===== config.mk =====
export PLATFORM = sky130hd
export DESIGN_NAME = calendar_date_add_days
export DESIGN_NICKNAME = d
export VERILOG_FILES = /design/src/sv/cdad_pkg.sv /design/src/sv/cdad_step.sv /design/src/sv/cdad_fsm.sv /design/src/sv/calendar_date_add_days.sv
export SDC_FILE = /design/constraint.sdc
export NUM_CORES = 1
export LEC_CHECK = 0
export ABC_AREA = 1
export BUFFER_PORTS_ARGS = -buffer_cell sky130_fd_sc_hd__buf_2
export CORE_UTILIZATION = 60
export DETAILED_ROUTE_END_ITERATION = 12
export PLACE_DENSITY = 0.9
export SLEW_MARGIN = 30
export SYNTH_ARGS = -nofsm -noshare
export SYNTH_HDL_FRONTEND = slang
export SYNTH_HIERARCHICAL = 1
export SYNTH_SLANG_ARGS = --single-unit

===== constraint.sdc =====
create_clock -name clk_i -period 6.6 [get_ports clk_i]
set_clock_uncertainty 0.05 [all_clocks]
set_input_delay 0.33 -clock clk_i [delete_from_list [all_inputs] [get_ports clk_i]]
set_output_delay 0.33 -clock clk_i [all_outputs]
set_load 0.02 [all_outputs]

===== src/sv/cdad_pkg.sv =====
// ----------------------------------------------------------------------------
// cdad_pkg: shared types and constants for the date adder
// Field widths, month codes, the month lengths and the structs that pass from the
// step unit to the sequencer and from the sequencer to the datapath.
// ----------------------------------------------------------------------------
`default_nettype none

package cdad_pkg;

  // Field widths
  localparam int unsigned DAY_BITS   = 5;
  localparam int unsigned MONTH_BITS = 4;
  localparam int unsigned YEAR_BITS  = 16;
  localparam int unsigned COUNT_BITS = 16;

  // Sum of day and count, wide enough for either operand plus a carry
  localparam int unsigned SUM_BITS =
    ((COUNT_BITS > DAY_BITS) ? COUNT_BITS : DAY_BITS) + 1;
  // Days skipped to reach the first of the next month (up to 32)
  localparam int unsigned SKIP_BITS = DAY_BITS + 1;

  // Packed stream widths, rounded up to whole bytes
  localparam int unsigned IN_RAW_BITS  = DAY_BITS + MONTH_BITS + YEAR_BITS + COUNT_BITS;
  localparam int unsigned IN_DATA_W    = ((IN_RAW_BITS + 7) / 8) * 8;
  localparam int unsigned OUT_RAW_BITS = DAY_BITS + MONTH_BITS + YEAR_BITS;
  localparam int unsigned OUT_DATA_W   = ((OUT_RAW_BITS + 7) / 8) * 8;

  // Month codes
  localparam logic [MONTH_BITS-1:0] MONTH_JAN = MONTH_BITS'(1);
  localparam logic [MONTH_BITS-1:0] MONTH_FEB = MONTH_BITS'(2);
  localparam logic [MONTH_BITS-1:0] MONTH_APR = MONTH_BITS'(4);
  localparam logic [MONTH_BITS-1:0] MONTH_JUN = MONTH_BITS'(6);
  localparam logic [MONTH_BITS-1:0] MONTH_SEP = MONTH_BITS'(9);
  localparam logic [MONTH_BITS-1:0] MONTH_NOV = MONTH_BITS'(11);
  localparam logic [MONTH_BITS-1:0] MONTH_DEC = MONTH_BITS'(12);

  // Month lengths
  localparam logic [DAY_BITS-1:0] LEN_LONG  = DAY_BITS'(31);
  localparam logic [DAY_BITS-1:0] LEN_SHORT = DAY_BITS'(30);
  localparam logic [DAY_BITS-1:0] LEN_FEB   = DAY_BITS'(28);
  localparam logic [DAY_BITS-1:0] LEN_LEAP  = DAY_BITS'(29);

  // Sequencer states
  typedef enum logic [1:0] {
    ST_IDLE,
    ST_RUN,
    ST_DONE
  } cdad_state_e;

  // Step unit result
  typedef struct packed {
    logic                  bad;
    logic                  fits;
    logic [DAY_BITS-1:0]   nxt_day;
    logic [MONTH_BITS-1:0] nxt_month;
    logic [YEAR_BITS-1:0]  nxt_year;
    logic [COUNT_BITS-1:0] nxt_count;
  } step_res_t;

  // Sequencer controls to the datapath
  typedef struct packed {
    logic in_ready;
    logic load;
    logic advance;
    logic finish;
    logic out_load;
  } ctrl_t;

  // Length of a month, simple leap rule (year divisible by four)
  function automatic logic [DAY_BITS-1:0] month_len(
    input logic [MONTH_BITS-1:0] month,
    input logic [YEAR_BITS-1:0]  year
  );
    logic [DAY_BITS-1:0] len;
    len = LEN_LONG;
    if (month == MONTH_FEB) begin
      len = (year[1:0] == 2'b00) ? LEN_LEAP : LEN_FEB;
    end else if (month == MONTH_APR || month == MONTH_JUN ||
                 month == MONTH_SEP || month == MONTH_NOV) begin
      len = LEN_SHORT;
    end
    return len;
  endfunction

endpackage

`default_nettype wire


===== src/sv/cdad_step.sv =====
// ----------------------------------------------------------------------------
// cdad_step: shared month step unit
// Checks the date, tests whether the remaining count ends inside the current
// month and otherwise advances to the first of the next month.
// ----------------------------------------------------------------------------
`default_nettype none

module cdad_step (
  input  logic [cdad_pkg::DAY_BITS-1:0]   day_i,
  input  logic [cdad_pkg::MONTH_BITS-1:0] month_i,
  input  logic [cdad_pkg::YEAR_BITS-1:0]  year_i,
  input  logic [cdad_pkg::COUNT_BITS-1:0] count_i,
  output cdad_pkg::step_res_t             res_o
);
  import cdad_pkg::*;

  logic [DAY_BITS-1:0]  len;
  logic [SUM_BITS-1:0]  sum;
  logic [SKIP_BITS-1:0] skip;

  // Length of the current month and the day reached by the whole count
  assign len  = month_len(month_i, year_i);
  assign sum  = SUM_BITS'(count_i) + SUM_BITS'(day_i);
  assign skip = SKIP_BITS'(len) - SKIP_BITS'(day_i) + SKIP_BITS'(1);

  // Flag an invalid start date and form the next step
  always_comb begin
    res_o.bad       = (month_i == '0) || (month_i > MONTH_DEC) || (day_i > len);
    res_o.fits      = (sum <= SUM_BITS'(len));
    res_o.nxt_day   = res_o.fits ? sum[DAY_BITS-1:0] : DAY_BITS'(1);
    res_o.nxt_count = count_i - COUNT_BITS'(skip);
    res_o.nxt_month = month_i + MONTH_BITS'(1);
    res_o.nxt_year  = year_i;
    if (month_i == MONTH_DEC) begin
      res_o.nxt_month = MONTH_JAN;
      res_o.nxt_year  = year_i + YEAR_BITS'(1);
    end
  end

endmodule

`default_nettype wire


===== src/sv/cdad_fsm.sv =====
// ----------------------------------------------------------------------------
// cdad_fsm: sequencer for the date adder
// Takes a request, drives the step unit once a cycle until the count is used
// up or the date is found bad, then hands the result to the output register.
// ----------------------------------------------------------------------------
`default_nettype none

module cdad_fsm (
  input  logic                clk_i,
  input  logic                rst_ni,
  input  logic                in_valid_i,
  input  logic                out_free_i,
  input  cdad_pkg::step_res_t step_i,
  output cdad_pkg::ctrl_t     ctrl_o
);
  import cdad_pkg::*;

  cdad_state_e state_q, state_d;

  // Hold the state
  always_ff @(posedge clk_i or negedge rst_ni) begin
    if (!rst_ni) begin
      state_q <= ST_IDLE;
    end else begin
      state_q <= state_d;
    end
  end

  // Next state
  always_comb begin
    state_d = state_q;
    unique case (state_q)
      ST_IDLE: begin
        if (in_valid_i) state_d = ST_RUN;
      end
      ST_RUN: begin
        if (step_i.bad || step_i.fits) state_d = ST_DONE;
      end
      ST_DONE: begin
        if (out_free_i) state_d = ST_IDLE;
      end
      default: state_d = ST_IDLE;
    endcase
  end

  // Controls
  always_comb begin
    ctrl_o = '0;
    unique case (state_q)
      ST_IDLE: begin
        ctrl_o.in_ready = 1'b1;
        ctrl_o.load     = in_valid_i;
      end
      ST_RUN: begin
        ctrl_o.finish  = step_i.bad || step_i.fits;
        ctrl_o.advance = !(step_i.bad || step_i.fits);
      end
      ST_DONE: begin
        ctrl_o.out_load = out_free_i;
      end
      default: ctrl_o = '0;
    endcase
  end

  // A bad or finished date leaves the step loop at once
  a_finish_done: assert property (@(posedge clk_i) disable iff (!rst_ni)
    ctrl_o.finish |=> state_q == ST_DONE)
    else $error("finish did not reach the done state");

  // At most one datapath action per cycle
  a_one_action: assert property (@(posedge clk_i) disable iff (!rst_ni)
    $onehot0({ctrl_o.load, ctrl_o.advance, ctrl_o.finish, ctrl_o.out_load}))
    else $error("more than one datapath action");

  // A request leads into the step loop
  a_load_run: assert property (@(posedge clk_i) disable iff (!rst_ni)
    ctrl_o.load |=> state_q == ST_RUN)
    else $error("load did not start the step loop");

endmodule

`default_nettype wire


===== src/sv/calendar_date_add_days.sv =====
// Stepping: the month step unit advances one month per cycle, so the time from the
// accepted request to a valid result grows with the months crossed by the count.
// Throughput: one request at a time; the next request is taken once the
// result sits in the output register, even while that result waits.
// Reset: asynchronous, active low; clears the sequencer and the output valid.
// ----------------------------------------------------------------------------
// calendar_date_add_days: adds a day count to a calendar date
// Holds the working date, steps it month by month through the shared step
// unit and presents the end date with a bad date flag on the output stream.
// ----------------------------------------------------------------------------
`default_nettype none

module calendar_date_add_days (
  input  logic                             clk_i,
  input  logic                             rst_ni,
  // Request: start_day, start_month, start_year, day_count (from bit 0 up)
  input  logic                             s_axis_tvalid,
  output logic                             s_axis_tready,
  input  logic [cdad_pkg::IN_DATA_W-1:0]   s_axis_tdata,
  // Result: end_day, end_month, end_year (from bit 0 up)
  output logic                             m_axis_tvalid,
  input  logic                             m_axis_tready,
  output logic [cdad_pkg::OUT_DATA_W-1:0]  m_axis_tdata,
  // Result flag: bad_date
  output logic                             m_axis_tuser
);
  import cdad_pkg::*;

  localparam int unsigned MONTH_LSB = DAY_BITS;
  localparam int unsigned YEAR_LSB  = MONTH_LSB + MONTH_BITS;
  localparam int unsigned COUNT_LSB = YEAR_LSB + YEAR_BITS;

  logic [DAY_BITS-1:0]   day_q,   day_d;
  logic [MONTH_BITS-1:0] month_q, month_d;
  logic [YEAR_BITS-1:0]  year_q,  year_d;
  logic [COUNT_BITS-1:0] count_q, count_d;
  logic                  bad_q,   bad_d;

  logic [DAY_BITS-1:0]   out_day_q;
  logic [MONTH_BITS-1:0] out_month_q;
  logic [YEAR_BITS-1:0]  out_year_q;
  logic                  out_bad_q;
  logic                  out_valid_q, out_valid_d;

  step_res_t step;
  ctrl_t     ctrl;
  logic      out_free;

  // Shared month step unit
  cdad_step u_step (
    .day_i   (day_q),
    .month_i (month_q),
    .year_i  (year_q),
    .count_i (count_q),
    .res_o   (step)
  );

  assign out_free = !out_valid_q || m_axis_tready;

  // Sequencer
  cdad_fsm u_fsm (
    .clk_i      (clk_i),
    .rst_ni     (rst_ni),
    .in_valid_i (s_axis_tvalid),
    .out_free_i (out_free),
    .step_i     (step),
    .ctrl_o     (ctrl)
  );

  assign s_axis_tready = ctrl.in_ready;

  // Load a request, advance a month, or settle the final day and the bad flag
  always_comb begin
    day_d   = day_q;
    month_d = month_q;
    year_d  = year_q;
    count_d = count_q;
    bad_d   = bad_q;
    priority if (ctrl.load) begin
      day_d   = s_axis_tdata[MONTH_LSB-1:0];
      month_d = s_axis_tdata[YEAR_LSB-1:MONTH_LSB];
      year_d  = s_axis_tdata[COUNT_LSB-1:YEAR_LSB];
      count_d = s_axis_tdata[COUNT_LSB+COUNT_BITS-1:COUNT_LSB];
    end else if (ctrl.advance) begin
      day_d   = step.nxt_day;
      month_d = step.nxt_month;
      year_d  = step.nxt_year;
      count_d = step.nxt_count;
    end else if (ctrl.finish) begin
      bad_d = step.bad;
      if (!step.bad) day_d = step.nxt_day;
    end
  end

  // Working date registers
  always_ff @(posedge clk_i) begin
    day_q   <= day_d;
    month_q <= month_d;
    year_q  <= year_d;
    count_q <= count_d;
    bad_q   <= bad_d;
  end

  // Output register payload
  always_ff @(posedge clk_i) begin
    if (ctrl.out_load) begin
      out_day_q   <= day_q;
      out_month_q <= month_q;
      out_year_q  <= year_q;
      out_bad_q   <= bad_q;
    end
  end

  // Output valid: set on load, drop once taken
  always_comb begin
    out_valid_d = out_valid_q;
    priority if (ctrl.out_load) begin
      out_valid_d = 1'b1;
    end else if (m_axis_tready) begin
      out_valid_d = 1'b0;
    end
  end

  always_ff @(posedge clk_i or negedge rst_ni) begin
    if (!rst_ni) begin
      out_valid_q <= 1'b0;
    end else begin
      out_valid_q <= out_valid_d;
    end
  end

  assign m_axis_tvalid = out_valid_q;
  assign m_axis_tdata  = OUT_DATA_W'({out_year_q, out_month_q, out_day_q});
  assign m_axis_tuser  = out_bad_q;

  // A taken request blocks further requests while it is worked on
  a_busy_after_req: assert property (@(posedge clk_i) disable iff (!rst_ni)
    (s_axis_tvalid && s_axis_tready) |=> !s_axis_tready)
    else $error("request accepted while busy");

  // A good result always carries a month in range
  a_good_month: assert property (@(posedge clk_i) disable iff (!rst_ni)
    ($rose(m_axis_tvalid) && !m_axis_tuser) |->
      (out_month_q >= MONTH_JAN && out_month_q <= MONTH_DEC))
    else $error("good result with month out of range");

  // The step loop never leaves an invalid working date behind
  a_step_valid: assert property (@(posedge clk_i) disable iff (!rst_ni)
    ctrl.advance |=> !step.bad)
    else $error("month step produced an invalid date");

endmodule

`default_nettype wire

==> flow_metrics.tcl <==
set metrics [dict create \
    status "complete, no violations" \
    synth_top_area_share_pct 42.5 \
    portBuffers 72 \
    cap_violations 0 \
    power_density_nw_per_um2 613 \
    drcViolationCount 0 \
    whs_ns 0.161 \
    hold_class "in -> reg" \
    holdBufCountCts 1 \
    yosysTopAreaCell "edfxtp_1" \
    grt.overflow.total 0 \
    numCtsBuffers 9 \
    drt-initial-drc-count 174 \
    start_util_pct 62.2 \
    ys_ff_latch 71 \
    clk_pin_slew_worst_paths_ns 0.08 \
    multi_input_area_sq_um 2290 \
    cts_sinks 71 \
    cts_resized 0 \
    critPathCapture "count_q[12]" \
    netlist_area_sq_um 4810 \
    drt_pass1_iterations 5 \
    avgRoutedWirePerCell_um 13.2 \
    cts_tree "done" \
    regArea_sq_um 2120 \
    hpwl_mm 7.20 \
    place.gp.congestion 0.844 \
    grt_first_pass_wirelength_mm 16.3 \
    r2r-end "count_q[12]" \
    reg2reg_slack_ns 2.33 \
    ir_drop_mv 0.383 \
    final_cell_mix "nand2_1, buf_2, edfxtp_1" \
    tightest_slew_ns 0.505 \
    p_leak_nw 2.68 \
    routed_wirelength_mm 9.82 \
    cp_max_fo 6 \
    fmax_mhz 234 \
    fin_crit_sh_pct 64.6 \
    viasPerCell 5.17 \
    htree_levels 3 \
    cp-start-kind "flop" \
    clock_latency_ns 0.36 \
    hold_viol 0 \
    slew_headroom_pct 66.4 \
    worstSetupEndpointType "flop" \
    grt_pass1_vias 3658 \
    ys_seq_area_share_pct 44.0 \
    fin_crit_ns 4.27 \
    grt_antenna_before_repair 0 \
    cp-startpoint "month_q[0]" \
    layout-drive-gt1-share_pct 18.9 \
    die_area_sq_um 8380 \
    core_area_sq_um 7730 \
    postRouteAntennaNets 0 \
    die_h_um 91.5 \
    worstPathRequired_ns 6.67 \
    cts_buffer_depth 2 \
    ys_types 39 \
    reg2reg_from "month_q[0]" \
    post_cts.repair.setup_buffers 0 \
    syn_to_final_growth_pct 13.3 \
    final_common_cell "nand2_1" \
    root_buffer "clkbuf_8" \
    synth_warnings 6 \
    diodes 0 \
    rsz0062_at_grt "no" \
    grt_max_degree 44 \
    nets 723 \
    rr_worst_depth 23 \
    io_pins 87 \
    std_cell_rows 32 \
    via_count 3859 \
    final.fill_count 590 \
    fin_setup_tns_ns 0 \
    synthTopCellsByArea "edfxtp_1, nand2_1, ha_1" \
    syn_area_per_cell_sq_um 8.51 \
    synthesis.instances 565 \
    hp-start "s_axis_tvalid" \
    setup_viol 0 \
    report.final.slew_viol_count 0 \
    track_usage_pct 25.0 \
    worstSetupPathType "reg -> reg" \
    dieWidth_um 91.5 \
    arrival_ns 4.33 \
]
[flip-flops by register name (all words and copies together), names as in the netlist]
name and count:
out_year_q 16, month_q 4, day_q 5, m_axis_tuser 1, out_month_q 4, year_q 16
out_day_q 5, u_fsm/state_q 2, m_axis_tvalid 1, bad_q 1, count_q 16
[through the flow]
step                utilization, %  total power [mW]  cells  cell area [sq um]  setup WS (ns)
floorplan                        -              2.50    571               4830           2.89
global placement              67.1              2.77    729               5190           2.56
detailed placement            67.1              2.88    729               5190           2.39
CTS                           70.5              3.33    746               5450           2.36
global route                  70.5              3.64    746               5450           1.92
finish                        70.5              3.34    746               5450           2.33
[report_power, final]
| part | internal, mW | total, mW | switching [mW] | leakage, nW |
|---|---|---|---|---|
| Sequential | 0.857 | 1.07 | 0.216 | 0.690 |
| Combinational | 0.640 | 1.82 | 1.18 | 1.87 |
| Clock | 0.257 | 0.442 | 0.185 | 0.126 |
[logic make-up (layout without fill, tap and decap cells)]
| kind of cell | Yosys count | count (layout) | synth area share [%] |
|---|---|---|---|
| simple gates | 313 | 313 | 29.2 |
| buf+inv | 90 | 163 | 9.00 |
| flops | 71 | 71 | 44.0 |
| fa+ha+maj | 32 | 32 | 8.79 |
| xor+xnor | 32 | 32 | 5.83 |
| compound gates | 26 | 26 | 3.10 |
| other cells | 1 | 7 | 0.0780 |
[worst min-delay path by stage]
stage	cells after the start	slack, ns	end
6_report	3	0.16	u_fsm/state_q[0]
5_1_grt	3	0.19	count_q[5]
4_1_cts	3	0.15	u_fsm/state_q[0]
3_5_place_dp	1	0.08	m_axis_tvalid
3_3_place_gp	1	0.08	m_axis_tvalid
2_1_floorplan	0	-0.02	m_axis_tvalid
[critical path, cell delays in order (launching register included)]
cell	delay [ns]
edfxtp_1	0.50
inv_1	0.15
ha_1	0.18
and2_1	0.22
nand2_1	0.07
nand3_1	0.15
ha_1	0.19
ha_1	0.17
inv_1	0.06
fa_1	0.40
o21ai_0	0.18
a21oi_1	0.10
xor2_1	0.16
ha_1	0.35
inv_1	0.10
o21bai_1	0.07
a21oi_1	0.19
nand2_1	0.12
nor2_1	0.19
nand2_1	0.10
nor2_1	0.13
xor2_1	0.08
nand2_1	0.07
nand2_1	0.05
[synth_stat cells (all sizes together)]
| cell | n |
|---|---|
| and2 | 1 |
| xor2 | 21 |
| nand4 | 9 |
| dfrtp | 3 |
| o221ai | 1 |
| ha | 29 |
| buf | 19 |
| nand2 | 213 |
| a211oi | 1 |
| edfxtp | 68 |
| nor2 | 44 |
| a31oi | 1 |
| inv | 70 |
| fa | 3 |
| o21bai | 1 |
| o211ai | 1 |
| or2 | 1 |
| o21ai | 11 |
| a21oi | 8 |
| conb | 1 |
| a41o | 1 |
| clkinv | 1 |
| nor3 | 11 |
| o22ai | 1 |
| nand3 | 34 |
| xnor2 | 11 |
[layer usage]
| layer | routed length (um) | track usage [%] | vias to the layer above |
|---|---|---|---|
| met4 | 159 | 12.2 | 0 |
| met5 | 0 | 0 | - |
| li1 | - | - | 1951 |
| met2 | 4940 | 43.1 | 114 |
| met1 | 4320 | 30.7 | 1779 |
| met3 | 393 | 3.52 | 15 |
[layout make-up]
type / instances / area share, %
clock buffers: 9 / 2.27
clock inverters: 7 / 2.34
inverters: 71 / 4.98
multi-input cells: 410 / 42.0
flip-flops and latches: 71 / 38.9
well taps: 102 / 2.34
repair buffers: 76 / 7.21
No activity file was read; power rests on OpenSTA's default activity.
